--- src/rtl/core/per_user_buffer_report_window_average_assert.svh ---
// Assertion macros for the RTL file that checks its own logic.
`ifndef PER_USER_BUFFER_REPORT_WINDOW_AVERAGE_ASSERT_SVH
`define PER_USER_BUFFER_REPORT_WINDOW_AVERAGE_ASSERT_SVH

// Consequent must hold in the same cycle as the antecedent.
`define PUBA_ASSERT_NOW(name, clk, rst_n, ante, cons) \
	name: assert property (@(posedge clk) disable iff (!rst_n) (ante) |-> (cons)) \
		else $error("puba: check failed in the same cycle");

// Consequent must hold in the cycle after the antecedent.
`define PUBA_ASSERT_NEXT(name, clk, rst_n, ante, cons) \
	name: assert property (@(posedge clk) disable iff (!rst_n) (ante) |=> (cons)) \
		else $error("puba: check failed one cycle later");

`endif

--- src/rtl/core/puba_pkg.sv ---
package puba_pkg;

	localparam int NUM_USERS    = 32;
	localparam int WINDOW_DEPTH = 16;
	localparam int NUM_GROUPS   = 8;

	// fixed by the item layout
	localparam int MAX_GROUPS = 8;
	localparam int KB_SHIFT   = 10;
	localparam int UE_W       = 10;
	localparam int CNT_W      = 4;
	localparam int BYTES_W    = 32;
	localparam int REPORT_W   = 35;
	localparam int TOTAL_W    = 32;
	localparam int ACC_W      = 64;
	localparam int SAMPLE_W   = 25;
	localparam int FILL_OUT_W = 5;

	localparam int USER_IDX_W = (NUM_USERS > 1) ? $clog2(NUM_USERS) : 1;
	localparam int PTR_W      = $clog2(WINDOW_DEPTH);
	localparam int FILL_W     = $clog2(WINDOW_DEPTH + 1);
	localparam int SUM_W      = SAMPLE_W + PTR_W;

	localparam int TREE_LEVELS = $clog2(NUM_GROUPS);
	localparam int TREE_LEAVES = 1 << TREE_LEVELS;

	// divider retires one quotient digit of DIGIT_W bits per cycle
	localparam int DIGIT_W   = 4;
	localparam int DIV_STEPS = (SUM_W + DIGIT_W - 1) / DIGIT_W;
	localparam int DIV_W     = DIV_STEPS * DIGIT_W;
	localparam int DIV_CNT_W = $clog2(DIV_STEPS + 1);

	typedef logic [UE_W-1:0]     ue_t;
	typedef logic [CNT_W-1:0]    cnt_t;
	typedef logic [BYTES_W-1:0]  bytes_t;
	typedef logic [REPORT_W-1:0] report_t;
	typedef logic [TOTAL_W-1:0]  total_t;
	typedef logic [ACC_W-1:0]    acc_t;
	typedef logic [SAMPLE_W-1:0] sample_t;
	typedef logic [SUM_W-1:0]    wsum_t;
	typedef logic [FILL_W-1:0]   fill_t;

endpackage

--- src/rtl/core/puba_div.sv ---
module puba_div
	import puba_pkg::*;
(
	input  logic    clk,
	input  logic    arst_n,
	input  logic    start,
	input  wsum_t   dividend,
	input  fill_t   divisor,
	output sample_t quotient,
	output logic    done
);

	logic [DIV_CNT_W-1:0] cnt_q;
	logic                 done_q;
	fill_t                rem_q;
	fill_t                dsr_q;
	logic [DIV_W-1:0]     dvd_q;
	logic [DIV_W-1:0]     quo_q;

	fill_t            rem_d;
	logic [DIV_W-1:0] dvd_d;
	logic [DIV_W-1:0] quo_d;

	// restoring division, DIGIT_W quotient bits per cycle
	always_comb begin
		logic [FILL_W:0]  trial;
		fill_t            r;
		logic [DIV_W-1:0] d;
		logic [DIV_W-1:0] q;
		r = rem_q;
		d = dvd_q;
		q = quo_q;
		for (int k = 0; k < DIGIT_W; k++) begin
			trial = {r, d[DIV_W-1]};
			d     = {d[DIV_W-2:0], 1'b0};
			if (trial >= {1'b0, dsr_q}) begin
				r = FILL_W'(trial - {1'b0, dsr_q});
				q = {q[DIV_W-2:0], 1'b1};
			end else begin
				r = trial[FILL_W-1:0];
				q = {q[DIV_W-2:0], 1'b0};
			end
		end
		rem_d = r;
		dvd_d = d;
		quo_d = q;
	end

	always_ff @(posedge clk or negedge arst_n) begin
		if (!arst_n) begin
			cnt_q  <= '0;
			done_q <= 1'b0;
		end else if (start) begin
			cnt_q  <= DIV_CNT_W'(DIV_STEPS);
			done_q <= 1'b0;
		end else if (cnt_q != '0) begin
			cnt_q  <= cnt_q - DIV_CNT_W'(1);
			done_q <= (cnt_q == DIV_CNT_W'(1));
		end else begin
			done_q <= 1'b0;
		end
	end

	always_ff @(posedge clk) begin
		if (start) begin
			dvd_q <= DIV_W'(dividend);
			dsr_q <= divisor;
			rem_q <= '0;
			quo_q <= '0;
		end else if (cnt_q != '0) begin
			dvd_q <= dvd_d;
			rem_q <= rem_d;
			quo_q <= quo_d;
		end
	end

	assign quotient = quo_q[SAMPLE_W-1:0];
	assign done     = done_q;

endmodule

--- config.mk ---
export PLATFORM = sky130hd
export DESIGN_NAME = puba_div
export DESIGN_NICKNAME = d
export VERILOG_FILES = /design/src/rtl/core/per_user_buffer_report_window_average_assert.svh /design/src/rtl/core/puba_pkg.sv /design/src/rtl/core/puba_div.sv
export SDC_FILE = /design/constraint.sdc
export NUM_CORES = 1
export LEC_CHECK = 0
export ABC_AREA = 1
export ABC_CLOCK_PERIOD_IN_PS = 5050
export BUFFER_PORTS_ARGS = -buffer_cell sky130_fd_sc_hd__buf_2
export CORE_MARGIN = 8
export CORE_UTILIZATION = 51
export DETAILED_ROUTE_END_ITERATION = 8
export PLACE_DENSITY = 0.76
export SETUP_SLACK_MARGIN = 0.3
export SLEW_MARGIN = 15
export SYNTH_ARGS = -nofsm -noshare
export SYNTH_HDL_FRONTEND = slang
export SYNTH_SLANG_ARGS = --single-unit
--- constraint.sdc ---
create_clock -name clk -period 5.05 [get_ports clk]
set_input_delay 1.01 -clock clk [delete_from_list [all_inputs] [get_ports clk]]
set_output_delay 1.01 -clock clk [all_outputs]
set_load 0.005 [all_outputs]
# --- After elaboration in Yosys (flattened, before gate mapping) ---
# Cells that the tools add are included.
op_classes:
  n_addsub: 5
  order_cmp: 4
  eq_ne: 1
  n_mux: 14
  n_reduce_logical: 2
op_table:
  columns: ["operator", "n"]
  rows:
  - ["29-bit 2-to-1 mux", 2]
  - ["6-bit by 5-bit greater-or-equal comparator with 1-bit output", 4]
  - ["5-bit 2-to-1 mux", 4]
  - ["5-bit subtractor", 4]
  - ["4-bit 2-to-1 mux", 2]
  - ["1-bit 2-to-1 mux", 6]
  - ["4-bit by 1-bit equality test with 1-bit output, second input constant", 1]
  - ["4-bit nonzero test", 1]
  - ["4-bit by 1-bit subtractor with 4-bit output, second input constant", 1]
  - ["2-bit nonzero test", 1]
totals:
  register_bits: 72
  inputBits: 37
  output_inout_bits: 26
  word_cells: 33

# --- Logic depth before layout (Yosys ltp) ---
depth:
  ltp_word: 8
  depth_mapped: 42
  mapped_depth_nobuf: 42

# --- Worst setup path after synthesis ---
# OpenSTA, ideal clock, no wires.
synth_timing:
  path_type: "reg2reg"
  start: "register dsr_q[1]"
  end: "register rem_q[2]"
  setup_time_ns: 0.127
  arrival_time_ns: 5.059
  t_required_ns: 4.923
  path_slack_ns: -0.136
  path_stages_with_launch: 34
  n_path_buf: 0
  period_less_slack_ns: 5.186
  path_cell_list: "edfxtp_1 -> inv_1 -> fa_1 -> inv_1 -> nand2_1 -> nand3_4 -> nand3_4 -> inv_2 -> nand2_1 -> o21a_1 -> fa_1 -> a21oi_1 -> a21oi_2 -> nand3_4 -> inv_2 -> nand2_1 -> o21ai_1 -> ha_1 -> a21oi_1 -> o21ai_0 -> a21oi_1 -> nand3_4 -> o21ai_0 -> inv_1 -> ha_1 -> nand2_1 -> nand2_1 -> a21oi_1 -> o21a_1 -> nand3_2 -> nand2_1 -> nand2_1 -> nor2_1 -> nor2_1"
synth_via:
  elab_chain_cells: 8
  elab_cells_between_ends: 12
  cone_classes: "4 x add/sub; 4 x order compare; 4 x mux"
synth_lines:
  columns: ["element", "line_no", "source"]
  rows:
  - ["from (decl)", "puba_div.sv:16", "fill_t dsr_q;"]
  - ["from (signal assigned)", "puba_div.sv:67", "dsr_q <= divisor;"]
  - ["5-bit subtractor / 6-bit by 5-bit greater-or-equal comparator with 1-bit output (equally long branches)", "puba_div.sv:37, puba_div.sv:36", null]
  - ["5-bit 2-to-1 mux", "puba_div.sv:36", "if (trial >= {1'b0, dsr_q}) begin"]
  - ["5-bit subtractor / 6-bit by 5-bit greater-or-equal comparator with 1-bit output (equally long branches)", "puba_div.sv:37, puba_div.sv:36", null]
  - ["5-bit 2-to-1 mux", "puba_div.sv:36", null]
  - ["5-bit subtractor / 6-bit by 5-bit greater-or-equal comparator with 1-bit output (equally long branches)", "puba_div.sv:37, puba_div.sv:36", null]
  - ["5-bit 2-to-1 mux", "puba_div.sv:36", null]
  - ["6-bit by 5-bit greater-or-equal comparator with 1-bit output / 5-bit subtractor (equally long branches)", "puba_div.sv:36, puba_div.sv:37", null]
  - ["5-bit 2-to-1 mux *", "puba_div.sv:36", null]
  - ["to (signal assigned)", "puba_div.sv:72", "rem_q <= rem_d;"]
  - ["to (decl)", "puba_div.sv:15", "fill_t rem_q;"]
# Mark *: on every way between the ends. The rest lies on a longest branch, timed or not.
# A chain may end at the register's enable or synchronous reset.

# --- Worst setup path after layout ---
layout_timing:
  start: "register dsr_q[0]"
  end: "register rem_q[4]"
layout_via:
  elab_chain_cells: 8
  elab_cells_between_ends: 12
  cone_classes: "4 x add/sub; 4 x order compare; 4 x mux"
layout_lines:
  columns: ["element", "line_no"]
  rows:
  - ["5-bit subtractor / 6-bit by 5-bit greater-or-equal comparator with 1-bit output (equally long branches)", "puba_div.sv:37, puba_div.sv:36"]
  - ["5-bit 2-to-1 mux", "puba_div.sv:36"]
  - ["5-bit subtractor / 6-bit by 5-bit greater-or-equal comparator with 1-bit output (equally long branches)", "puba_div.sv:37, puba_div.sv:36"]
  - ["5-bit 2-to-1 mux", "puba_div.sv:36"]
  - ["5-bit subtractor / 6-bit by 5-bit greater-or-equal comparator with 1-bit output (equally long branches)", "puba_div.sv:37, puba_div.sv:36"]
  - ["5-bit 2-to-1 mux", "puba_div.sv:36"]
  - ["5-bit subtractor / 6-bit by 5-bit greater-or-equal comparator with 1-bit output (equally long branches)", "puba_div.sv:37, puba_div.sv:36"]
  - ["5-bit 2-to-1 mux *", "puba_div.sv:36"]
# Marks and branches as above.

==> impl_metrics.toml <==
[run_status]
status = "finished with violations"
violations = "setup timing"

[critical_path]
crit_type = "flip-flop to flip-flop"
crit_slowest_cell = "fa_2"
worst_ep_required_time_ps = 5340
path_max_fanout = 8
arrival_ps = 5350
critPathCaptureType = "flip-flop"
max_stage_delay_ps = 420
startpoint_type = "flip-flop"

[synth]
ys.flop_type = "edfxtp_1"
yosys.area_share.adder = 0.09116
synth_xor_xnor_area_share = 0.01953
post_synth.cell_area_avg_sq_um = 8.252
synthArstFlopShare = 0.06944
synth.largest_area_cell = "edfxtp_1"
synthesis.nets = 553
muxShareOfSynthArea = 0
synthDistinctLibCells = 34
synth_top_area_frac = 0.2530
synth_edf_count = 34
synth-seq-area-share = 0.4478
synth_top_family_by_area = "simple AND/OR/NAND/NOR gates"
synth.area.top_cells = "edfxtp_1 25%, dfxtp_1 16%, nand2_1 14%, ha_1 7.1%, inv_1 6.0%"
netlist_area_sq_mm = 0.004035
yosysWarnings = 0
synth_commonest_cells = "153 x nand2_1, 65 x inv_1, 34 x edfxtp_1, 33 x dfxtp_1, 25 x buf_4"
ys_ff_latch = 72
synth_compound_area_frac = 0.09147
synthSimpleGateAreaFrac = 0.2236
synth.most_common_cell = "nand2_1"
synth_cells = 489

[global_route]
gr-total-overflow = 0
grt_pass1_wl_microns = 16180
busiest_layer = "met2"
first_global_vias = 3463
gr-usage-all-layers = 0.1812
antenna_found_initial = 0
grt_max_degree = 40
grt_use_met2 = 0.2910
grt.met1_usage = 0.2219
use_met3 = 0.04975

[placement]
pre_cts_slack_ps = -120.9
gp_congestion = 0.8794
post_dp_cell_area_sq_mm = 0.004514
io_buffers = 62
hpwl_microns = 6808

[clock_tree]
clock-sinks = 72
cts-root-buf = "clkbuf_8"
cts_buffers = 9
htree_levels = 3
clk_pin_slew_worst_paths_ps = 70
clk_path_buf_depth = 2
postCtsHoldBufs = 0
cts_tree = "built"
worstSkewPairLatency_ps = 360

[floorplan]
die_w_microns = 105.0
core-area_sq_mm = 0.007687
die_h_microns = 105.0
ioPinCount = 63
die_area_sq_mm = 0.01101
initial_core_util = 0.5249
num_rows = 32

[finish]
fin_area_sq_mm = 0.005191
drive_above_1_share = 0.3686
nNetsFinal = 645
fillCellCount = 643
areaGrowthSynthToFinish_pct = 28.65
diodes = 0

[timing]
worst_pin_slew_ps = 987.5
setup_viol = 1
skew_ps = 14.72
rsz0062_at_grt = "yes"
relSlewSlack = 0.3409
finalHoldViolations = 0
min_period_over_period = 1.003
slew_viol_final = 0
setup_slack_ps = -12.77
fin_crit_ps = 5063
tns_ps = -12.77
clock.fmax_ghz = 0.1975

[run]
max_cap_violations = 0

[route]
post_drt_wl_per_cell_microns = 14.60
first_pass_iters = 4
postRouteAntennaNets = 0
vias = 3458
drc = 0
routed_wl_microns = 10040
drtIter0Drc = 176
vias_per_cell = 5.026

[min_path]
hp-class = "flip-flop to flip-flop"
[kinds of logic (layout without fill, tap and decap cells)]
family,count (synthesis),in the layout
buf+inv,111,208
xor+xnor,9,9
flops,72,72
compound gates,64,64
fa+ha+maj,27,27
simple gates,206,206
[final timing paths]
check,startpoint,to,slack [ps],cells past startpoint
setup / recovery,dsr_q[0]$_DFFE_PP_,rem_q[4]$_SDFFE_PP0N_,-10,34
hold / removal,dvd_q[27]$_DFFE_PP_,dvd_q[31]$_SDFFE_PP0N_,450,2
setup reg to reg,dsr_q[0]$_DFFE_PP_,rem_q[4]$_SDFFE_PP0N_,-10,34
hold reg to reg,dvd_q[27]$_DFFE_PP_,dvd_q[31]$_SDFFE_PP0N_,450,2
max in group asynchronous,arst_n,cnt_q[1]$_DFFE_PN0P_,4450,1
min in group asynchronous,arst_n,cnt_q[2]$_DFFE_PN0P_,460,1
[through the flow]
stage | hold slack [ps] | util | cells
after floorplan | 421.5 | - | 489
after global placement | 430.7 | 0.5872 | 645
after detailed placement | 435.8 | 0.5872 | 645
after CTS | 453.0 | 0.6589 | 679
after global routing | 455.2 | 0.6753 | 688
final | 454.1 | 0.6753 | 688
[cells in the final DEF (no fill, tap or decap), drive strengths merged]
cell type / n
nand2: 156
buf: 118
inv: 74
edfxtp: 34
dfxtp: 33
nor2: 23
nand3: 23
o21ai: 23
ha: 23
o22ai: 20
a21oi: 15
clkbuf: 12
dfrtp: 5
xnor2: 5
xor2: 4
fa: 4
a31oi: 2
clkinv: 2
bufinv: 2
o21a: 2
a21boi: 1
nand3b: 1
nand4: 1
o211ai: 1
nor3b: 1
nor3: 1
[worst max-delay path: cells and delay by family, from the launching register on]
kind	cells	cell delay, ps
fa+ha+maj	5	1540
compound gates	11	1530
flops	1	380
buf+inv	5	420
simple gates	13	1110
[routing by layer]
metal / routed length (microns) / part of all wire / up-vias
met5: 0 / 0 / -
met4: 240 / 0.024 / 0
met3: 564 / 0.056 / 22
met2: 4761 / 0.47 / 107
met1: 4477 / 0.45 / 1605
li1: - / - / 1724
[flip-flops by register name, indices dropped and copies added (netlist names)]
| name | cells |
|---|---|
| dsr_q | 5 |
| cnt_q | 4 |
| quo_q | 25 |
| rem_q | 5 |
| dvd_q | 32 |
| done | 1 |
[final cells by class]
type | count | area, sq um | area share
tap | 102 | 127.6 | 0.02458
clock inverter | 4 | 70.07 | 0.01350
sequential | 72 | 1808 | 0.3483
inverter | 74 | 285.3 | 0.05495
clock buffer | 12 | 138.9 | 0.02675
multi-input combinational | 306 | 2016 | 0.3883
timing repair buffer | 118 | 745.7 | 0.1436
[timing repair]
item,4_1_cts,5_1_grt
endpoints found under the setup margin,6,6
cloned,0,0
gates resized for setup,44,20
buffers inserted,18,9
pin swaps,27,26
Power is left out: the tool's default activity adds up to more than one toggle a clock period on the data nets, which glitch-free logic cannot reach.
