--- config.mk ---
export PLATFORM = sky130hd
export DESIGN_NAME = puba_lane
export DESIGN_NICKNAME = d
export VERILOG_FILES = /design/src/rtl/core/per_user_buffer_report_window_average_assert.svh /design/src/rtl/core/puba_pkg.sv /design/src/rtl/core/puba_lane.sv
export SDC_FILE = /design/constraint.sdc
export NUM_CORES = 1
export LEC_CHECK = 0
export ABC_AREA = 1
export BUFFER_PORTS_ARGS = -buffer_cell sky130_fd_sc_hd__buf_2
export CORE_UTILIZATION = 45
export DETAILED_ROUTE_END_ITERATION = 6
export MAX_ROUTING_LAYER = met4
export PLACE_DENSITY = 0.79
export SLEW_MARGIN = 20
export SYNTH_ARGS = -nofsm -noshare
export SYNTH_HDL_FRONTEND = slang
export SYNTH_SLANG_ARGS = --single-unit
export TNS_END_PERCENT = 5
--- constraint.sdc ---
create_clock -name clk -period 1.45 [get_ports clk]
set_input_delay 0.0725 -clock clk [delete_from_list [all_inputs] [get_ports clk]]
set_output_delay 0.0725 -clock clk [all_outputs]
set_load 0.1 [all_outputs]
--- src/rtl/core/per_user_buffer_report_window_average_assert.svh ---
// Assertion macros for the RTL file that checks its own logic.
`ifndef PER_USER_BUFFER_REPORT_WINDOW_AVERAGE_ASSERT_SVH
`define PER_USER_BUFFER_REPORT_WINDOW_AVERAGE_ASSERT_SVH

// Consequent must hold in the same cycle as the antecedent.
`define PUBA_ASSERT_NOW(name, clk, rst_n, ante, cons) \
	name: assert property (@(posedge clk) disable iff (!rst_n) (ante) |-> (cons)) \
		else $error("puba: check failed in the same cycle");

// Consequent must hold in the cycle after the antecedent.
`define PUBA_ASSERT_NEXT(name, clk, rst_n, ante, cons) \
	name: assert property (@(posedge clk) disable iff (!rst_n) (ante) |=> (cons)) \
		else $error("puba: check failed one cycle later");

`endif

--- src/rtl/core/puba_pkg.sv ---
package puba_pkg;

	localparam int NUM_USERS    = 32;
	localparam int WINDOW_DEPTH = 16;
	localparam int NUM_GROUPS   = 8;

	// fixed by the item layout
	localparam int MAX_GROUPS = 8;
	localparam int KB_SHIFT   = 10;
	localparam int UE_W       = 10;
	localparam int CNT_W      = 4;
	localparam int BYTES_W    = 32;
	localparam int REPORT_W   = 35;
	localparam int TOTAL_W    = 32;
	localparam int ACC_W      = 64;
	localparam int SAMPLE_W   = 25;
	localparam int FILL_OUT_W = 5;

	localparam int USER_IDX_W = (NUM_USERS > 1) ? $clog2(NUM_USERS) : 1;
	localparam int PTR_W      = $clog2(WINDOW_DEPTH);
	localparam int FILL_W     = $clog2(WINDOW_DEPTH + 1);
	localparam int SUM_W      = SAMPLE_W + PTR_W;

	localparam int TREE_LEVELS = $clog2(NUM_GROUPS);
	localparam int TREE_LEAVES = 1 << TREE_LEVELS;

	// divider retires one quotient digit of DIGIT_W bits per cycle
	localparam int DIGIT_W   = 4;
	localparam int DIV_STEPS = (SUM_W + DIGIT_W - 1) / DIGIT_W;
	localparam int DIV_W     = DIV_STEPS * DIGIT_W;
	localparam int DIV_CNT_W = $clog2(DIV_STEPS + 1);

	typedef logic [UE_W-1:0]     ue_t;
	typedef logic [CNT_W-1:0]    cnt_t;
	typedef logic [BYTES_W-1:0]  bytes_t;
	typedef logic [REPORT_W-1:0] report_t;
	typedef logic [TOTAL_W-1:0]  total_t;
	typedef logic [ACC_W-1:0]    acc_t;
	typedef logic [SAMPLE_W-1:0] sample_t;
	typedef logic [SUM_W-1:0]    wsum_t;
	typedef logic [FILL_W-1:0]   fill_t;

endpackage

--- src/rtl/core/puba_lane.sv ---
module puba_lane
	import puba_pkg::*;
(
	input  logic   clk,
	input  logic   load,
	input  logic   en,
	input  bytes_t bytes,
	output bytes_t value_s1
);

	// groups beyond the reported count contribute nothing
	always_ff @(posedge clk) begin
		if (load) begin
			value_s1 <= en ? bytes : '0;
		end
	end

endmodule

* Word-level counts from Yosys, hierarchy flattened
Cells that the tools add are included.
** Word-level totals
- Logic and storage cells :: 1
- Bits of input ports :: 35
- Output and inout port bits :: 32
- Flip-flop bits (word level) :: 32

* Logic depth before layout (Yosys ltp)
Gate-level depths: netlist (run 1).
- Word-level depth :: 0
- Gate-level depth with buffers :: 3
- Gate-level depth less buffers :: 2

* Worst setup path after synthesis (run 1)
OpenSTA, ideal clock, no wires.
- Path kind :: register -> output
- From :: register value_s1[0]
- To :: output value_s1[0]
- Path buffers :: 0
- Cell stages (with the launch flop) :: 1
- Setup slack :: 473 ps
- Data required time :: 1378 ps
- Arrival :: 904 ps
- Cells stage by stage :: edfxtp_1
** RTL lines
- start: declaration :: line puba_lane.sv:8 : output bytes_t value_s1
- start signal: assignment :: line puba_lane.sv:14 : value_s1 <= en ? bytes : '0;
No word-level cell between the ends.

* Worst setup path after layout (run 1)
- From :: register value_s1[2]
- To :: output value_s1[2]
No word-level cell between the ends.

==> flow_summary.toml, run 1 <==
[grt]
grt_max_degree = 33
antenna_found_initial = 0
grt_use_total = 0.165
grt_use_met3 = 0.0583
gr-total-overflow = 0
globalRouteMet2Util = 0.270
grt_pass1_vias = 800
grt_use_met1 = 0.167
grt_pass1_wl_um = 3110
top_usage_layer = "met2"

[setup_path]
cp.arrival_ps = 1080
crit_slowest_cell = "buf_2"
crit_fanout = 1
crit_required_ps = 1380
path_cells = "buf_2"
slowest_delay_ps = 420
critical_path.top_delay_family = "buffers and inverters"
cp-end-kind = "output pin"
path_buf_inv = 1
cp-start-kind = "flop"
crit_type = "flop to output pin"

[power_and_ir_drop]
swShare = 0.392
seq_power_share = 0.498
power.leakage_uw = 0.000925
internal_power_uw = 1360
pwr_density_cell_mw_per_mm2 = 1370
power_frac_comb = 0.315
p_sw_uw = 874
clkPwrFrac = 0.187
peakVddDrop_v = 0.000943

[route]
vias = 837
antenna_left = 0
viasPerCell = 4.19
initialDrtViolationCount = 1
totalWireLength_um = 2100
wl_per_cell_um = 10.5
drtPass1Iterations = 3
post-route-drc-count = 0

[clock_tree]
htree_levels = 2
cts_tree = "yes"
cts_buffers = 5
clock_sinks = 32
cts-root-buf = "clkbuf_4"
cts.repair.resized = 0
ctsHoldBuffers = 1
cts_buffer_depth = 2
cts.clk_slew.worst_paths_ps = 90
cts_setup_buffers = 0

[run]
maxCapViolations = 0

[die]
start_util = 0.485
ios = 67
core_mm2 = 0.00254
rows = 18
dieArea_mm2 = 0.00296
die_h_um = 54.4
die_w_um = 54.4

[finish]
drive_above_1_share = 0.429
largest_reg_flops = 32
finalNonFillerCells = 200
antenna_cells = 0
syn_to_final_growth_pct = 32.1
nNetsFinal = 207
regMostFlops = "value_s1"
reg.largest.list = "value_s1 (32)"

[yosys]
ys_types = 4
ys_seq_elements = 32
synth_mux_area_frac = 0
synth.net_count = 134
yosys_warnings = 0
synthAdderAreaFrac = 0
synth_cells = 99
synth_area_mm2 = 0.00123
yosys.area_share.xor_xnor = 0
yosys.area_share.simple = 0.0973
synth_top_family_by_area = "buffers and inverters"
ys_seq_area_frac = 0.778
synth_compound_area_frac = 0
avgSynthCellArea_um2 = 12.5

[timing]
grt_setup_unrepaired = "no"
fmax_ghz = 0.870
maxSlewHeadroom = 0.660
post-route-period-util = 0.792
slew_violations = 0
hold_viol_final = 0
fin_crit_ps = 1150
setup_viol = 0
worst_pin_slew_ps = 510
tns_ps = 0

[placed_design]
io_buffers = 66
dp_hpwl_um = 1500
gp_congestion = 0.683
dp.cells = 194

[min_path]
hold_class = "primary input to flop"

[status]
status = "finished, final reports clean"
## power groups by stage
stage	logic [µW]	registers [µW]	clock network [µW]
after floorplan	46.9	1660	0
after global placement	695	1130	0
after detailed placement	703	1130	0
after CTS	706	1110	426
after global routing	729	1120	461
final	702	1110	417
## kinds of logic (layout without fill, tap and decap cells)
family / after synthesis / count (layout)
buf+inv: 35 / 106
flops: 32 / 32
simple gates: 32 / 32
## routing by layer
metal / wire [µm] / vias to the layer above
li1: - / 438
met1: 828 / 350
met2: 1060 / 44
met3: 168 / 5
met4: 40 / 0
met5: 0 / -
## path summary, 6_finish.rpt
kind,startpoint,to,slack (ps),cells past startpoint
hold / removal,bytes[10],value_s1[10],10,3
setup / recovery,value_s1[2],value_s1[2],300,1
## per-stage QoR
step                      hold slack [ps]  instance area (µm²)  utilization  total power (µW)  setup slack, ps
after floorplan                       185                 1230            -              1710              473
after global placement                328                 1580        0.622              1830              643
after detailed placement              332                 1580        0.622              1840              596
after CTS                            1.28                 1630        0.641              2240              281
after global routing                 4.06                 1630        0.641              2310              245
final                                14.4                 1630        0.641              2230              301
## final cells by class
type	count	area, µm²
fillers	205	913
well taps	30	37.5
clock buffers	5	37.5
repair buffers	69	355
inverters	32	120
multi-input cells	32	120
flip-flops and latches	32	961
## cell usage after synthesis
cell      count  area, µm²
buf_6         3       33.8
edfxtp_1     32        961
nand2_1      32        120
inv_1        32        120
## cells in the final DEF (no fill, tap or decap), drive strengths merged
master and instances:
clkbuf 5, edfxtp 32, buf 68, nand2 32, inv 32, dlygate4sd3 1
Note: power is estimated with default switching activity, not from simulation.
==> run 2, diff against run 1 <==
- CORE_UTILIZATION: 45 -> 43
- PLACE_DENSITY: 0.79 -> 0.75
- clock period: 1.45 -> 1.1 ns (I/O delays scaled with it)
==> run 2 against run 1 <==
Compared with the run above:
- sequential share of layout area fell by 15 points
- combinational power rose by 68%
- final cell count rose by 16%
- first-iteration DRC count rose to 32 times the previous value
- largest cell class unchanged
- clock power rose by 47%
- critical path depth did not move
- setup slack got worse by 260 ps
- global-route usage rose by 6.5 points
- worst hold slack improved by 1.2 ps
- routed wire length rose by 44%
- power rose by 48%
==> flow_summary.toml, run 2 (same netlist as run 1, synthesis figures left out) <==
[timing]
hold_slack_ps = 15.6
post-route-period-util = 0.959
fin_crit_ps = 1050
tns_ps = 0
grt_setup_unrepaired = "no"
setup_viol = 0
worst_pin_slew_ps = 537
fmax_ghz = 0.948
slew_violations = 0
maxSlewHeadroom = 0.642
hold_viol_final = 0

[min_path]
holdPathEnd = "value_s1[11]"
hp-start = "bytes[11]"
hold_class = "primary input to flop"
holdPathStages = 3

[finish]
antenna_cells = 0
fill_cells = 157
largest_reg_flops = 32
syn_to_final_growth_pct = 77.9
reg.largest.list = "value_s1 (32)"
final_cell_mix = "buf_2, nand2_1, inv_1, edfxtp_1, dlygate4sd3_1"
drive_above_1_share = 0.368
regMostFlops = "value_s1"
final_common_cell = "buf_2"
nNetsFinal = 235
utilization = 0.804

[die]
rows = 19
die_w_um = 55.6
start_util = 0.452
core_mm2 = 0.00273
die_h_um = 55.6
ios = 67
dieArea_mm2 = 0.00309

[route]
totalWireLength_um = 3030
vias = 1031
antenna_left = 0
initialDrtViolationCount = 32
wl_per_cell_um = 13.0
drtPass1Iterations = 6
viasPerCell = 4.44
post-route-drc-count = 0

[status]
status = "finished, final reports clean"

[placed_design]
dp_hpwl_um = 1600
io_buffers = 66
gp_congestion = 0.683

[run]
maxCapViolations = 0

[setup_path]
cp.arrival_ps = 1000
critical_path.top_delay_family = "flip-flops"
crit_fanout = 1
crit_type = "flop to output pin"
path_cells = "buf_4"
crit_required_ps = 1040
path_buf_inv = 1
cp-end-kind = "output pin"
cp-start-kind = "flop"
crit_slowest_cell = "edfxtp_1"
slowest_delay_ps = 370

[clock_tree]
cts-root-buf = "clkbuf_4"
cts.clk_slew.worst_paths_ps = 100
cts_setup_buffers = 0
htree_levels = 2
cts_tree = "yes"
cts_buffer_depth = 2
cts_buffers = 5
clock_sinks = 32

[grt]
grt_use_total = 0.230
gr-total-overflow = 0
grt_pass1_wl_um = 5020
antenna_found_initial = 0
grt_max_degree = 33
grt_pass1_vias = 1076

[power_and_ir_drop]
pwr_density_cell_mw_per_mm2 = 1500
power.leakage_uw = 0.00115
peakVddDrop_v = 0.00123
run 2: changes by cell type in the layout (fill, tap and decap cells not counted):
cell,before,now
clkinv_1,0,1
buf_4,2,18
dlygate4sd3_1,1,30
clkinv_2,0,2
buf_2,66,34
buf_12,0,15
run 2: worst max path at each step:
stage	startpoint	endpoint	slack (ps)	cells past startpoint
final	value_s1[9]	value_s1[9]	50	1
after global routing	value_s1[9]	value_s1[9]	7	1
after CTS	value_s1[26]	value_s1[26]	60	1
after detailed placement	en	value_s1[17]	220	3
after global placement	en	value_s1[1]	330	3
after floorplan	value_s1[0]	value_s1[0]	140	0
run 2: stage by stage:
stage / instance area (µm²) / setup WS (ps) / std cells / total power (µW)
2_1_floorplan: 1230 / 141 / 99 / 2250
3_3_place_gp: 1800 / 326 / 194 / 2560
3_5_place_dp: 1800 / 215 / 194 / 2580
4_1_cts: 2200 / 57.6 / 232 / 3310
5_1_grt: 2200 / 7.13 / 232 / 3400
6_report: 2200 / 45.2 / 232 / 3290
run 2: cell type report:
class	instances	area [µm²]	share of cell area
Clock buffer	5	37.5	0.0171
Sequential cell	32	961	0.437
Inverter	32	120	0.0547
Tap cell	31	38.8	0.0177
Clock inverter	3	13.8	0.00626
Multi-Input combinational cell	32	120	0.0547
Timing Repair Buffer	97	906	0.412
run 2: layer usage:
layer | share of wire | vias to the layer above | track usage
met1 | 0.35 | 468 | 0.211
li1 | - | 498 | -
met2 | 0.55 | 53 | 0.417
met4 | 0.035 | 0 | 0.111
met3 | 0.066 | 12 | 0.0814
met5 | 0 | - | -
run 2: power by group:
part           leakage, µW  switching (µW)  internal [µW]  total (µW)
Combinational     0.000807             823            353        1180
Clock            0.0000324             378            234         612
Sequential        0.000308            51.5           1450        1500
run 2: what timing repair did:
item	CTS	global route
resized for setup	18	0
hold endpoints to repair	30	0
hold buffers	30	0
endpoints found under the setup margin	18	0
==> run 3, diff against run 2 <==
- RECOVER_POWER: not set -> 25
==> run 3 against run 2 <==
Compared with the run above:
- clock-buffer cell count did not move
- design area is 0.68% lower
- non-clock buffer count did not move
- setup slack better by 2.0 ps
- power shrank 0.23%
- flip-flop and latch count is the same
- critical endpoint unchanged
==> flow_summary.toml, run 3 (same netlist as run 1, synthesis figures left out) <==
[die]
die_w_um = 55.6
die_h_um = 55.6
core_mm2 = 0.00273
dieArea_mm2 = 0.00309
start_util = 0.452
ios = 67
rows = 19

[timing]
setup_viol = 0
maxSlewHeadroom = 0.492
fin_crit_ps = 1050
slew_violations = 0
worst_pin_slew_ps = 761
post-route-period-util = 0.957
tns_ps = 0
fmax_ghz = 0.950
grt_setup_unrepaired = "no"
hold_viol_final = 0

[setup_path]
crit_required_ps = 1040
crit_type = "flop to output pin"
crit_fanout = 1
critical_path.top_delay_family = "flip-flops"
crit_cells = 1
cp.arrival_ps = 1000
cp-end-kind = "output pin"
path_buf_inv = 1
crit_slowest_cell = "edfxtp_1"
path_cells = "buf_4"
slowest_delay_ps = 370
cp-start-kind = "flop"

[placed_design]
dp_hpwl_um = 1600
io_buffers = 66
dp.cells = 194
gp_congestion = 0.683

[route]
wl_per_cell_um = 13.1
post-route-drc-count = 0
initialDrtViolationCount = 28
antenna_left = 0
totalWireLength_um = 3030
vias = 1037
viasPerCell = 4.47
drtPass1Iterations = 6

[finish]
final_cell_mix = "buf_2, nand2_1, inv_1, edfxtp_1, dlygate4sd3_1"
multiInputGateArea_um2 = 120
antenna_cells = 0
syn_to_final_growth_pct = 76.7
final_common_cell = "buf_2"
largest_reg_flops = 32
regMostFlops = "value_s1"
regArea_um2 = 961
drive_above_1_share = 0.368
fill_cells = 159
finalNonFillerCells = 232
reg.largest.list = "value_s1 (32)"
nNetsFinal = 235

[clock_tree]
cts_tree = "yes"
cts_buffer_depth = 2
cts.clk_slew.worst_paths_ps = 100
htree_levels = 2
cts_setup_buffers = 0
cts-root-buf = "clkbuf_4"
cts_buffers = 5
clock_sinks = 32

[min_path]
holdPathStages = 3
hold_class = "primary input to flop"

[grt]
grt_pass1_wl_um = 5020
antenna_found_initial = 0
grt_pass1_vias = 1076
grt_use_total = 0.230
grt_max_degree = 33
gr-total-overflow = 0

[run]
maxCapViolations = 0

[power_and_ir_drop]
power.total_uw = 3280
peakVddDrop_v = 0.00122
pwr_density_cell_mw_per_mm2 = 1500
power.leakage_uw = 0.00114

[status]
status = "finished, final reports clean"
## run 3: changes by cell type in the layout (fill, tap and decap cells not counted)
| cell | before | now |
|---|---|---|
| clkbuf_2 | 0 | 1 |
| buf_12 | 15 | 14 |
## run 3: stage by stage
stage	util	instance area [µm²]	hold WS, ps	worst slack, ps
floorplan	-	1230	167	141
global placement	0.659	1800	312	326
detailed placement	0.659	1800	317	215
CTS	0.804	2200	2.16	57.6
global route	0.798	2180	17.3	7.13
finish	0.798	2180	16.1	47.3
## run 3: report_power, final
group          internal [µW]  leakage [µW]  total (µW)  switching (µW)
Combinational            347      0.000802        1170             822
Sequential              1450      0.000308        1500            51.8
Clock                    234     0.0000324         610             376
Total                   2030       0.00114        3280            1250
## run 3: area by class of cell
cell class / instances / share of cell area
sequential: 32 / 0.440
timing repair buffer: 97 / 0.408
multi-input combinational: 32 / 0.0550
inverter: 32 / 0.0550
tap: 31 / 0.0178
clock buffer: 5 / 0.0172
clock inverter: 3 / 0.00631
## run 3: final timing paths
check,endpoint,startpoint,slack (ps)
worst min-delay path,value_s1[11],bytes[11],20
worst max-delay path,value_s1[9],value_s1[9],50
## run 3: repair_timing
| action | CTS | global route |
|---|---|---|
| hold buffers | 30 | 0 |
| setup endpoints to repair | 18 | 0 |
| resized for setup | 18 | 0 |
| endpoints found under the hold margin | 30 | 0 |
## run 3: per-layer routing
metal | routed length, µm | vias to the layer above | GRT usage
met3 | 199 | 12 | 0.0814
met2 | 1710 | 53 | 0.417
met4 | 107 | 0 | 0.111
met1 | 1020 | 474 | 0.211
li1 | - | 498 | -
met5 | 0 | - | -
