$ cat src/rtl/core/per_user_buffer_report_window_average_assert.svh
// Assertion macros for the RTL file that checks its own logic.
`ifndef PER_USER_BUFFER_REPORT_WINDOW_AVERAGE_ASSERT_SVH
`define PER_USER_BUFFER_REPORT_WINDOW_AVERAGE_ASSERT_SVH

// Consequent must hold in the same cycle as the antecedent.
`define PUBA_ASSERT_NOW(name, clk, rst_n, ante, cons) \
	name: assert property (@(posedge clk) disable iff (!rst_n) (ante) |-> (cons)) \
		else $error("puba: check failed in the same cycle");

// Consequent must hold in the cycle after the antecedent.
`define PUBA_ASSERT_NEXT(name, clk, rst_n, ante, cons) \
	name: assert property (@(posedge clk) disable iff (!rst_n) (ante) |=> (cons)) \
		else $error("puba: check failed one cycle later");

`endif

$ cat src/rtl/core/puba_pkg.sv
package puba_pkg;

	localparam int NUM_USERS    = 32;
	localparam int WINDOW_DEPTH = 16;
	localparam int NUM_GROUPS   = 8;

	// fixed by the item layout
	localparam int MAX_GROUPS = 8;
	localparam int KB_SHIFT   = 10;
	localparam int UE_W       = 10;
	localparam int CNT_W      = 4;
	localparam int BYTES_W    = 32;
	localparam int REPORT_W   = 35;
	localparam int TOTAL_W    = 32;
	localparam int ACC_W      = 64;
	localparam int SAMPLE_W   = 25;
	localparam int FILL_OUT_W = 5;

	localparam int USER_IDX_W = (NUM_USERS > 1) ? $clog2(NUM_USERS) : 1;
	localparam int PTR_W      = $clog2(WINDOW_DEPTH);
	localparam int FILL_W     = $clog2(WINDOW_DEPTH + 1);
	localparam int SUM_W      = SAMPLE_W + PTR_W;

	localparam int TREE_LEVELS = $clog2(NUM_GROUPS);
	localparam int TREE_LEAVES = 1 << TREE_LEVELS;

	// divider retires one quotient digit of DIGIT_W bits per cycle
	localparam int DIGIT_W   = 4;
	localparam int DIV_STEPS = (SUM_W + DIGIT_W - 1) / DIGIT_W;
	localparam int DIV_W     = DIV_STEPS * DIGIT_W;
	localparam int DIV_CNT_W = $clog2(DIV_STEPS + 1);

	typedef logic [UE_W-1:0]     ue_t;
	typedef logic [CNT_W-1:0]    cnt_t;
	typedef logic [BYTES_W-1:0]  bytes_t;
	typedef logic [REPORT_W-1:0] report_t;
	typedef logic [TOTAL_W-1:0]  total_t;
	typedef logic [ACC_W-1:0]    acc_t;
	typedef logic [SAMPLE_W-1:0] sample_t;
	typedef logic [SUM_W-1:0]    wsum_t;
	typedef logic [FILL_W-1:0]   fill_t;

endpackage

$ cat src/rtl/core/puba_merge.sv
module puba_merge
	import puba_pkg::*;
(
	input  logic    clk,
	input  logic    arst_n,
	input  logic    go,
	input  bytes_t  lane [NUM_GROUPS],
	output report_t sum,
	output logic    done
);

	report_t leaf [TREE_LEAVES];

	for (genvar i = 0; i < TREE_LEAVES; i++) begin : g_leaf
		if (i < NUM_GROUPS) begin : g_used
			assign leaf[i] = REPORT_W'(lane[i]);
		end else begin : g_pad
			assign leaf[i] = '0;
		end
	end

	if (TREE_LEVELS == 0) begin : g_flat
		assign sum  = leaf[0];
		assign done = go;
	end else begin : g_tree
		// heap order: node k adds children 2k and 2k+1, root at 1
		report_t                heap_s [1:TREE_LEAVES-1];
		logic [TREE_LEVELS-1:0] vld_s;

		for (genvar k = 1; k < TREE_LEAVES; k++) begin : g_node
			if (2 * k >= TREE_LEAVES) begin : g_bottom
				always_ff @(posedge clk) begin
					heap_s[k] <= leaf[2*k-TREE_LEAVES] + leaf[2*k+1-TREE_LEAVES];
				end
			end else begin : g_inner
				always_ff @(posedge clk) begin
					heap_s[k] <= heap_s[2*k] + heap_s[2*k+1];
				end
			end
		end

		always_ff @(posedge clk or negedge arst_n) begin
			if (!arst_n) begin
				vld_s <= '0;
			end else begin
				vld_s[0] <= go;
				for (int i = 1; i < TREE_LEVELS; i++) begin
					vld_s[i] <= vld_s[i-1];
				end
			end
		end

		assign sum  = heap_s[1];
		assign done = vld_s[TREE_LEVELS-1];
	end

endmodule

$ cat config.mk
export PLATFORM = sky130hd
export DESIGN_NAME = puba_merge
export DESIGN_NICKNAME = d
export VERILOG_FILES = /design/src/rtl/core/per_user_buffer_report_window_average_assert.svh /design/src/rtl/core/puba_pkg.sv /design/src/rtl/core/puba_merge.sv
export SDC_FILE = /design/constraint.sdc
export NUM_CORES = 1
export LEC_CHECK = 0
export BUFFER_PORTS_ARGS = -buffer_cell sky130_fd_sc_hd__buf_2
export CORE_UTILIZATION = 40
export CTS_CLUSTER_SIZE = 30
export DETAILED_ROUTE_END_ITERATION = 8
export SETUP_SLACK_MARGIN = 0.1
export SLEW_MARGIN = 20
export SYNTH_ARGS = -nofsm -noshare
export SYNTH_HDL_FRONTEND = slang
export SYNTH_SLANG_ARGS = --single-unit
$ cat constraint.sdc
create_clock -name clk -period 3.38 [get_ports clk]
set_input_delay 0.676 -clock clk [delete_from_list [all_inputs] [get_ports clk]]
set_output_delay 0.676 -clock clk [all_outputs]
set_load 0.03 [all_outputs]
After elaboration in Yosys (flattened, before gate mapping)
Memories as Yosys holds them, arrays and structs flattened.
Index checks and enable logic that the tools add are counted.
W data, S select, Z words.
{"block": "word_totals", "register_bits": 3, "ram_bits": 245, "out_inout_bits": 36, "elab_cells": 9, "mem_count": 1}
{"block": "op_classes", "addsub": 7}
{"name": "g_tree.heap_s", "words": 7, "width": 35, "rd": 7, "rd_ports_with_merged_regs": 0, "write_ports": 7, "line_no": "puba_merge.sv:27", "source": "report_t heap_s [1:TREE_LEAVES-1];"}
{"operator": "$add A32 B32 Y33", "count": 4}
{"operator": "$add A35 B35 Y35", "count": 3}

Longest topological paths before layout
Gate-level depths: netlist of run 1.
An unclocked memory read counts as a cell.
{"block": "depth", "word_depth": 2, "depth_mapped": 12}

Worst setup path before layout of run 1
No wires, ideal clock.
{"block": "synth_timing", "path_type": "input to register", "start": "in lane[128] in the netlist's numbering", "end": "reg, netlist name g_tree.heap_s[1][63]", "setup_time_ns": 0.072, "arrival_time_ns": 3.132, "required_ns": 3.308, "path_slack_ns": 0.176, "path_stages": 11, "cell_sequence": "ha_1 > fa_1 > a21oi_2 > o211ai_1 > and4_1 > a2111o_1 > a22oi_2 > a21oi_2 > or4_4 > a31oi_2 > xnor2_1"}
{"item": "start: declaration", "line_no": "puba_merge.sv:7", "source": "input bytes_t lane [NUM_GROUPS],"}

==> metrics.md, run 1 <==
| Metric | Value |
|---|---|
| Worst vdd ir | 466.9 uV |
| Gr usage total | 0.1983 |
| Met1 GRT Util | 0.2672 |
| CTS Buffer Depth | 3 |
| Vias in the first global route | 13,530 |
| Num CTS Buffers | 28 |
| CTS tree | done |
| Fraction of layout cells with a size suffix above 1 | 0.1926 |
| Max_slew headroom | 0.4778 |
| M2 GR Usage | 0.3351 |
| CP Data Arrival Time | 3.60 ns |
| H-Tree Depth | 1 |
| Clk slew on worst S/H paths | 0.06 ns |
| ANT cells | 0 |
| Dpl ws | -0.1933 ns |
| Count leader, synth | dfxtp_1 |
| CP Buf/Inv Count | 2 |
| Final setup TNS | 0 ns |
| Gr ovfl total | 0 |
| Hold Vio Cnt, Final | 0 |
| Largest net degree at the start of global routing | 16 |
| HP Class | in -> reg |
| Fin. max-slew vios | 0 |
| Starting DRT DRC Count | 655 |
| Core Area | 0.03973 mm^2 |
| Routability cong. | 0.8766 |
| Status | finished, final reports clean |
| Worst Path Required | 3.88 ns |
| Period minus WS final | 3.095 ns |
| IO Count | 295 |
| Hpwl dp | 34,670 um |
| Top cells by area, synth | dfxtp_1, ha_1, xnor2_1 |
| Gr busiest metal | met2 |
| Yosys warnings | 0 |
| Cell Chain, Critical Path | ha_1, inv_1, fa_1, nor2b_1, o21ai_0, o211ai_1, o21ai_1, a311o_1, a31o_2, o21a_1, o311ai_2, buf_4 |
| Worst Path Max Fanout | 3 |
| Netlist cell types | 82 |
| EDFF count, synth | 0 |
| Synth Instances | 1,818 |
| Crit path kind | reg -> reg |
| Worst Setup Start Kind | flop |
| Rows | 73 |
| Syn Area/Cell | 8.861 um^2 |
| Vias per cell | 5.176 |
| Worst path slowest cell | fa_1 |
| CTS root buffer | clkbuf_16 |
| Yosys top cell by area | dfxtp_1 |
| Maxcap violations | 0 |
| DIE HEIGHT | 202.7 um |
| Nets | 2,622 |
| Pre-antenna DRT Iters | 7 |
| Synth Net Count | 2,312 |
| Cell family with most CP delay | compound AO/OA/AOI/OAI gates |
| Final worst-path setup slack | 0.2848 ns |
| Worst clock skew | 0.02044 ns |
| WL final | 41,220 um |
| First-pass GRT wire length | 66,710 um |
| Starting density of the core | 0.4054 |
| ANT nets after route | 0 |
| Post-synth top cells | dfxtp_1, ha_1, a21oi_1, xnor2_1, nor2_1 |
| Via count of the routed design | 13,850 |
| Die ar. | 0.04108 mm^2 |
| Buffers on Ports | 294 |
| Met3 Use GR | 0.02311 |
| Area Growth Syn to Fin | 18.80% |
| Worst slew pin tran | 0.7751 ns |
| Die W | 202.7 um |
| Pwr Density | 829.8 mW/mm^2 |
| Ys async rst share | 0.01261 |
| CP Capture Type | flop |
| Initial antenna violation count | 0 |
| Slowest Stage Delay on Critical Path | 0.40 ns |
| Final core occ | 0.4817 |
| Final worst-path cycle share | 0.9157 |
| Final setup viols | 0 |
| Mapped cell area | 0.01611 mm^2 |
| Leak | 9.129 nW |
| Number of remaining DRC errors | 0 |
| Post-DR wirelength/cell | 15.41 um |
| FMAX | 0.3231 GHz |
| RSZ-0062 raised after global routing | no |
| Post-CTS setup buffers | 0 |
| Clock Sink Count | 238 |
| #FFs+latches synth | 238 |
| Design Power | 15.88 mW |
| Worst-skew pair later-pin latency | 0.56 ns |
| Seq/Total Area, Yosys | 0.2967 |
| Top cell type's share of synthesized area | 0.2920 |
| Prevailing post-synth register cell | dfxtp_1 |
[timing repair]
action / 4_1_cts / 5_1_grt
gates resized for setup: 0 / 4
hold buffers: 1 / 0
hold endpoints to repair: 3 / 0
endpoints found under the setup margin: 0 / 6
[final timing paths]
path / from / end / slack [ns] / cells past startpoint
worst max register to register: g_tree.heap_s[1][35] / g_tree.heap_s[0][102] / 0.28 / 12
worst min register to register: g_tree.vld_s[0] / g_tree.vld_s[1] / 0.35 / 0
min in group asynchronous: arst_n / g_tree.vld_s[0] / 0.45 / 2
worst min-delay path: go / g_tree.vld_s[0] / 0.24 / 1
worst max-delay path: g_tree.heap_s[1][35] / g_tree.heap_s[0][102] / 0.28 / 12
max in group asynchronous: arst_n / g_tree.vld_s[2] / 2.82 / 2
[cells in the final DEF, fill, tap and decap left out, types with 15 or more instances in the layout]
cell	Yosys	layout
o21ai_0	94	93
buf_4	35	32
a211oi_1	21	21
nor2b_1	26	26
o21bai_1	23	23
nand2b_1	26	26
nand4_1	15	15
nor3_1	26	26
nand2_1	107	107
ha_1	228	228
inv_1	72	72
buf_2	0	294
nand3_1	49	49
xnor2_1	145	145
a21oi_1	185	185
a31oi_1	23	23
dfxtp_1	235	234
nor2_1	117	117
xor2_1	53	53
clkbuf_16	0	28
a21o_1	108	108
and3_1	25	25
o21a_1	27	27
[where the power goes]
| group | total (mW) | switching [mW] | internal [mW] |
|---|---|---|---|
| clock network | 2.99 | 1.20 | 1.79 |
| registers | 4.35 | 0.431 | 3.91 |
| logic | 8.54 | 4.92 | 3.62 |
[kinds of logic (layout without fill, tap and decap cells)]
group | Yosys count | in the layout | synth area share
AOI/OAI and AO/OA | 597 | 597 | 0.2441
and+or+nand+nor | 429 | 429 | 0.1285
DFF | 238 | 238 | 0.2967
adders and majority gates | 235 | 235 | 0.1858
xor gates and xnor gates | 198 | 198 | 0.1077
buffers and inverters | 120 | 452 | 0.03658
muxes | 1 | 1 | 0.0006214
[flip-flops by register name, summed over array words and instances, names as in the netlist]
name           count
g_tree.vld_s       3
g_tree.heap_s    235
[worst register-to-register path: cells and delay by family (launching register included)]
kind                     cells  cell delay (ns)
AND/OR/NAND/NOR              1             0.12
flip-flops                   1             0.33
adder cells (fa/ha/maj)      2             0.57
buffers and inverters        2             0.23
AO/OA/AOI/OAI                7             1.79
[per-stage QoR]
| step | instances | hold WS [ns] | cell area [um^2] |
|---|---|---|---|
| 2_1_floorplan | 1818 | 0.3312 | 16110 |
| 3_3_place_gp | 2622 | 0.3335 | 18160 |
| 3_5_place_dp | 2622 | 0.3347 | 18160 |
| 4_1_cts | 2675 | 0.2158 | 19120 |
| 5_1_grt | 2675 | 0.2114 | 19140 |
| 6_report | 2675 | 0.2374 | 19140 |
[final cells by class]
| type | instances | area (um^2) |
|---|---|---|
| clock buffers | 36 | 780.7 |
| clock inverters | 16 | 168.9 |
| fillers | 3887 | 20590 |
| inverters | 73 | 274.0 |
| multi-input cells | 1460 | 10750 |
| flip-flops and latches | 238 | 4781 |
| well taps | 525 | 656.9 |
| repair buffers | 327 | 1722 |
[metal layers]
| layer | up-vias | part of all wire |
|---|---|---|
| met5 | - | 0 |
| met2 | 293 | 0.45 |
| li1 | 7214 | - |
| met3 | 49 | 0.040 |
| met4 | 0 | 0.021 |
| met1 | 6290 | 0.49 |
(Power assumes the default switching activity.)
==> run 2: changes to the inputs <==
==> constraint.sdc (replaced) <==
create_clock -name clk -period 4 [get_ports clk]
set_input_delay 0.8 -clock clk [delete_from_list [all_inputs] [get_ports clk]]
set_output_delay 0.8 -clock clk [all_outputs]
set_load 0.03 [all_outputs]
==> metrics.md, run 2 (synthesis gave the netlist of run 1 again) <==
| Metric | Value |
|---|---|
| CP Capture Type | flop (unchanged) |
| H-Tree Depth | 1 (unchanged) |
| CTS root buffer | clkbuf_16 (unchanged) |
| Clock Sink Count | 238 (unchanged) |
| Gr usage total | 0.1971 (was 0.1983) |
| Placed Cells | 2,591 (was 2,622) |
| Fillcell total | 3,885 (was 3,887) |
| ANT nets after route | 0 (unchanged) |
| RSZ-0062 raised after global routing | no (unchanged) |
| Num CTS Buffers | 27 (was 28) |
| Starting density of the core | 0.4054 (unchanged) |
| Most flop-heavy register | g_tree.heap_s (unchanged) |
| Worst Path Required | 4.40 ns (was 3.88 ns) |
| Commonest non-fill, non-tap cell in the layout | buf_2 (unchanged) |
| Gr ovfl total | 0 (unchanged) |
| Pwr Density | 708.1 mW/mm^2 (was 829.8 mW/mm^2) |
| Worst vdd ir | 341.8 uV (was 466.9 uV) |
| Comb pwr share | 0.534 (was 0.538) |
| FMAX | 0.2764 GHz (was 0.3231 GHz) |
| Hold WS | 0.05946 ns (was 0.2374 ns) |
| Crit path kind | reg -> reg (unchanged) |
| CP Data Arrival Time | 4.02 ns (was 3.60 ns) |
| Maxcap violations | 0 (unchanged) |
| Most frequent cells in the layout | buf_2, dfxtp_1, ha_1, a21oi_1, xnor2_1 (unchanged) |
| Die W | 202.7 um (unchanged) |
| Max_slew headroom | 0.5439 (was 0.4778) |
| Die ar. | 0.04108 mm^2 (unchanged) |
| Number of remaining DRC errors | 0 (unchanged) |
| Reg2Reg Setup Slack | 0.38 ns (was 0.28 ns) |
| Largest net degree at the start of global routing | 15 (was 16) |
| Final worst-path cycle share | 0.9045 (was 0.9157) |
| Vias per cell | 5.215 (was 5.176) |
| Pre-antenna DRT Iters | 7 (unchanged) |
| DIE HEIGHT | 202.7 um (unchanged) |
| Cell Chain, Critical Path | ha_1, inv_1, fa_1, nor2b_1, o31a_1, nor3_1, o31ai_1, a221oi_2, o2bb2ai_2, nor4_1, o41ai_2, xnor2_1 (was ha_1, inv_1, fa_1, nor2b_1, o21ai_0, o211ai_1, o21ai_1, a311o_1, a31o_2, o21a_1, o311ai_2, buf_4) |
| Slowest Stage Delay on Critical Path | 0.57 ns (was 0.40 ns) |
| Nets | 2,589 (was 2,622) |
| Part of the power in registers | 0.275 (was 0.274) |
| Fraction of layout cells with a size suffix above 1 | 0.1778 (was 0.1926) |
| Clk slew on worst S/H paths | 0.06 ns (about the same) |
| Final core occ | 0.4747 (was 0.4817) |
| Post_cts resized | 0 (unchanged) |
| Status | finished, final reports clean (unchanged) |
| Hold Vio Cnt, Final | 0 (unchanged) |
| Hpwl dp | 34,610 um (was 34,670 um) |
| Top flop regs | g_tree.heap_s x235, g_tree.vld_s x3 (unchanged) |
| Leak | 8.964 nW (was 9.129 nW) |
| Routability cong. | 0.8728 (was 0.8766) |
| CP Buf/Inv Count | 1 (was 2) |
| WL final | 41,070 um (was 41,220 um) |
| HP Class | in -> async (was in -> reg) |
| Worst slew pin tran | 0.6769 ns (was 0.7751 ns) |
| Worst-skew pair later-pin latency | 0.53 ns (was 0.56 ns) |
| Via count of the routed design | 13,770 (was 13,850) |
| Hold_buf cts | 0 (was 1) |
| Post-DR wirelength/cell | 15.55 um (was 15.41 um) |
| Internal Pwr Total | 7.876 mW (was 9.328 mW) |
| Vias in the first global route | 13,460 (was 13,530) |
| Design Area, Final | 0.01886 mm^2 (was 0.01914 mm^2) |
| Switching Share | 0.4102 (was 0.4126) |
| Layout Cells excl Fill | 2,641 (was 2,675) |
| Buffers on Ports | 294 (unchanged) |
| CTS tree | done (unchanged) |
| Worst path slowest cell | nor4_1 (was fa_1) |
| Worst clock skew | 0.01201 ns (was 0.02044 ns) |
| Initial antenna violation count | 0 (unchanged) |
| Cell family with most CP delay | compound AO/OA/AOI/OAI gates (unchanged) |
| Post-CTS setup buffers | 0 (unchanged) |
| First-pass GRT wire length | 66,370 um (was 66,710 um) |
| Starting DRT DRC Count | 679 (was 655) |
| Period minus WS final | 3.618 ns (was 3.095 ns) |
| IO Count | 295 (unchanged) |
| Final setup TNS | 0 ns (unchanged) |
| CTS Buffer Depth | 3 (unchanged) |
| Final setup viols | 0 (unchanged) |
| Core Area | 0.03973 mm^2 (unchanged) |
| Fin. max-slew vios | 0 (unchanged) |
| Clk pwr share | 0.191 (was 0.189) |
| Max reg flops | 235 (unchanged) |
| Worst Path Max Fanout | 5 (was 3) |
| Rows | 73 (unchanged) |
| Worst Setup Start Kind | flop (unchanged) |
| Psw | 5.478 mW (was 6.552 mW) |
| Area after DPL | 0.01793 mm^2 (was 0.01816 mm^2) |
| Area Growth Syn to Fin | 17.07% (was 18.80%) |
[run 2: cell count changes in the layout (fill, tap and decap cells not counted), sizes merged]
cell         previous run  this run
bufinv                  2         5
inv                    74        75
clkinvlp                3         2
clkbuf                 36        32
dlygate4sd3             1         0
buf                   326       295
diode                   0         1
clkinv                 10         8
[run 2: worst register-to-register path: cells and delay by family (launching register included)]
kind            cells  cell delay (ns)
compound gates      5             1.32
simple gates        3             0.82
fa+ha+maj           2             0.66
flops               1             0.49
xor+xnor            1             0.16
buf+inv             1             0.06
[run 2: per-layer routing]
metal  vias to the layer above  share of wire  GRT usage
met5                         -              0          0
met4                         0          0.019    0.04135
met3                        45          0.042    0.01990
met2                       337           0.46     0.3348
met1                      6237           0.48     0.2692
li1                       7154              -          -
[run 2: final timing paths]
kind / startpoint / to / cells after the start
worst max-delay path: g_tree.heap_s[0][105] / g_tree.heap_s[0][65] / 12
worst min-delay path: arst_n / g_tree.vld_s[0] / 1
worst max register to register: g_tree.heap_s[0][105] / g_tree.heap_s[0][65] / 12
worst min register to register: g_tree.vld_s[1] / g_tree.vld_s[2] / 0
max in group asynchronous: arst_n / g_tree.vld_s[1] / 1
min in group clk: g_tree.vld_s[1] / g_tree.vld_s[2] / 0
[run 2: stage by stage]
step | setup WS (ns) | power, mW
floorplan | 0.6722 | 9.204
global placement | 0.2389 | 10.81
detailed placement | 0.2113 | 10.87
CTS | 0.4731 | 13.49
global route | 0.3345 | 14.42
finish | 0.3820 | 13.35
[run 2: layout make-up]
cell class | count | area, um^2 | share of cell area
inverters | 73 | 274.0 | 0.01453
flip-flops and latches | 238 | 4780 | 0.2534
diodes | 1 | 2.502 | 0.0001327
multi-input cells | 1460 | 10740 | 0.5695
clock inverters | 17 | 222.7 | 0.01181
well taps | 525 | 656.9 | 0.03483
clock buffers | 32 | 704.4 | 0.03735
repair buffers | 295 | 1479 | 0.07842
[run 2: power groups by stage]
stage,Clock (mW),Combinational (mW),Sequential [mW]
2_1_floorplan,0,5.67,3.53
3_3_place_gp,0,7.08,3.73
3_5_place_dp,0,7.12,3.74
4_1_cts,2.63,7.17,3.69
5_1_grt,2.73,7.94,3.75
6_report,2.55,7.13,3.67
==> run 3: changes to the inputs <==
--- a/config.mk
+++ b/config.mk
@@ -9,6 +9,7 @@
 export CORE_UTILIZATION = 40
 export CTS_CLUSTER_SIZE = 30
 export DETAILED_ROUTE_END_ITERATION = 8
+export PLACE_DENSITY = 0.72
 export SETUP_SLACK_MARGIN = 0.1
 export SLEW_MARGIN = 20
 export SYNTH_ARGS = -nofsm -noshare
==> metrics.md, run 3 (synthesis gave the netlist of run 1 again) <==
| Metric | Value |
|---|---|
| Status | finished, final reports clean (unchanged) |
| DIE HEIGHT | 202.7 um (unchanged) |
| CTS tree | done (unchanged) |
| Fillcell total | 3,830 (was 3,885) |
| Final worst-path cycle share | 0.8664 (was 0.9045) |
| Worst Path Required | 4.44 ns (was 4.40 ns) |
| Initial antenna violation count | 1 (was 0) |
| Die W | 202.7 um (unchanged) |
| Hpwl dp | 34,720 um (was 34,610 um) |
| Gr ovfl total | 0 (unchanged) |
| Top flop regs | g_tree.heap_s x235, g_tree.vld_s x3 (unchanged) |
| Leak | 9.006 nW (was 8.964 nW) |
| Vias per cell | 5.340 (was 5.215) |
| Multi-input gate area in the final layout | 0.01074 mm^2 (unchanged) |
| ANT nets after route | 0 (unchanged) |
| Hold_buf cts | 0 (unchanged) |
| Number of remaining DRC errors | 0 (unchanged) |
| HP Class | in -> async (unchanged) |
| H-Tree Depth | 1 (unchanged) |
| Period minus WS final | 3.466 ns (was 3.618 ns) |
| Clk slew on worst S/H paths | 0.06 ns (about the same) |
| R2r startpoint | g_tree.heap_s[0][105] (unchanged) |
| Cell family with most CP delay | compound AO/OA/AOI/OAI gates (unchanged) |
| Fin. max-slew vios | 0 (unchanged) |
| First-pass GRT wire length | 66,210 um (was 66,370 um) |
| Worst-skew pair later-pin latency | 0.57 ns (was 0.53 ns) |
| Setup crit start | g_tree.heap_s[0][105] (unchanged) |
| Fraction of layout cells with a size suffix above 1 | 0.1798 (was 0.1778) |
| Pwr Density | 708.9 mW/mm^2 (was 708.1 mW/mm^2) |
| Pre-antenna DRT Iters | 7 (unchanged) |
| Cell Chain, Critical Path | ha_1, inv_1, fa_1, nor2b_1, o31a_1, nor3_1, o31ai_1, a221oi_2, o2bb2ai_2, nor4_1, o41ai_2, o21ai_0 (was ha_1, inv_1, fa_1, nor2b_1, o31a_1, nor3_1, o31ai_1, a221oi_2, o2bb2ai_2, nor4_1, o41ai_2, xnor2_1) |
| Register Area | 0.004780 mm^2 (unchanged) |
| Slowest Stage Delay on Critical Path | 0.50 ns (was 0.57 ns) |
| Num CTS Buffers | 28 (was 27) |
| Rows | 73 (unchanged) |
| CTS root buffer | clkbuf_16 (unchanged) |
| Worst path slowest cell | o31ai_1 (was nor4_1) |
| Internal Pwr Total | 7.954 mW (was 7.876 mW) |
| Hold WS | 0.05252 ns (was 0.05946 ns) |
| Maxcap violations | 0 (unchanged) |
| Area Growth Syn to Fin | 17.64% (was 17.07%) |
| Via count of the routed design | 14,120 (was 13,770) |
| Layout Cells excl Fill | 2,645 (was 2,641) |
| CP Buf/Inv Count | 1 (unchanged) |
| Commonest non-fill, non-tap cell in the layout | buf_2 (unchanged) |
| CP Data Arrival Time | 3.91 ns (was 4.02 ns) |
| Hold Vio Cnt, Final | 0 (unchanged) |
| Post-DR wirelength/cell | 15.61 um (was 15.55 um) |
| Final setup viols | 0 (unchanged) |
| Worst slew pin tran | 0.5918 ns (was 0.6769 ns) |
| Psw | 5.480 mW (was 5.478 mW) |
| WL final | 41,290 um (was 41,070 um) |
| Max reg flops | 235 (unchanged) |
| Most flop-heavy register | g_tree.heap_s (unchanged) |
| Gr usage total | 0.1959 (was 0.1971) |
| IO Count | 295 (unchanged) |
| Comb pwr share | 0.525 (was 0.534) |
| Most frequent cells in the layout | buf_2, dfxtp_1, ha_1, a21oi_1, xnor2_1 (unchanged) |
| Core Area | 0.03973 mm^2 (unchanged) |
| Starting DRT DRC Count | 587 (was 679) |
| Nets | 2,591 (was 2,589) |
| Worst Setup Start Kind | flop (unchanged) |
| Final setup TNS | 0 ns (unchanged) |
| Vias in the first global route | 13,630 (was 13,460) |
| Max_slew headroom | 0.6021 (was 0.5439) |
| Worst clock skew | 0.04485 ns (was 0.01201 ns) |
| Placed Cells | 2,592 (was 2,591) |
| Buffers on Ports | 294 (unchanged) |
| CTS Buffer Depth | 3 (unchanged) |
| Switching Share | 0.4079 (was 0.4102) |
| Clk pwr share | 0.199 (was 0.191) |
| Final core occ | 0.4770 (was 0.4747) |
| CP Capture Type | flop (unchanged) |
| Part of the power in registers | 0.276 (was 0.275) |
| Clock Sink Count | 238 (unchanged) |
| RSZ-0062 raised after global routing | no (unchanged) |
| Worst vdd ir | 354.2 uV (was 341.8 uV) |
| Crit path kind | reg -> reg (unchanged) |
| Die ar. | 0.04108 mm^2 (unchanged) |
| FMAX | 0.2885 GHz (was 0.2764 GHz) |
| Post_cts resized | 0 (unchanged) |
| Largest net degree at the start of global routing | 17 (was 15) |
| Starting density of the core | 0.4054 (unchanged) |
| Worst Path Max Fanout | 5 (unchanged) |
| Routability cong. | 0.9056 (was 0.8728) |
| Post-CTS setup buffers | 0 (unchanged) |
==> run 3: routing by layer <==
layer  up-vias  track usage  routed length, um
li1       7159            -                  -
met1      6484       0.2552              18940
met2       405       0.3381              19350
met3        74      0.02488               1995
met4         2      0.05397                994
met5         -            0                 17
==> run 3: cell type report <==
type | count | area share
antenna | 1 | 0.0001320
clock buffer | 37 | 0.04193
clock inverter | 15 | 0.01142
inverter | 73 | 0.01446
multi-input combinational | 1460 | 0.5667
sequential | 238 | 0.2522
tap | 525 | 0.03466
timing repair buffer | 296 | 0.07844
==> run 3: path summary, 6_finish.rpt <==
path,to,slack [ns],cells past startpoint
setup / recovery,g_tree.heap_s[0][69],0.53,12
hold / removal,g_tree.vld_s[1],0.05,1
setup reg to reg,g_tree.heap_s[0][69],0.53,12
hold reg to reg,g_tree.vld_s[1],0.35,0
max in group asynchronous,g_tree.vld_s[2],3.84,1
min in group clk,g_tree.vld_s[1],0.35,0
==> run 3: per-stage QoR <==
step | instance area [um^2] | power (mW) | setup slack (ns)
2_1_floorplan | 16110 | 9.204 | 0.6722
3_5_place_dp | 17940 | 10.80 | 0.2182
3_3_place_gp | 17940 | 10.65 | 0.2355
5_1_grt | 18950 | 14.51 | 0.3261
6_report | 18950 | 13.43 | 0.5344
4_1_cts | 18950 | 13.53 | 0.5567
==> run 3: power groups by stage <==
stage	Sequential, mW	Combinational [mW]	Clock (mW)
finish	3.71	7.05	2.68
global route	3.78	7.88	2.85
global placement	3.77	6.88	0
detailed placement	3.77	7.02	0
floorplan	3.53	5.67	0
CTS	3.72	7.07	2.74
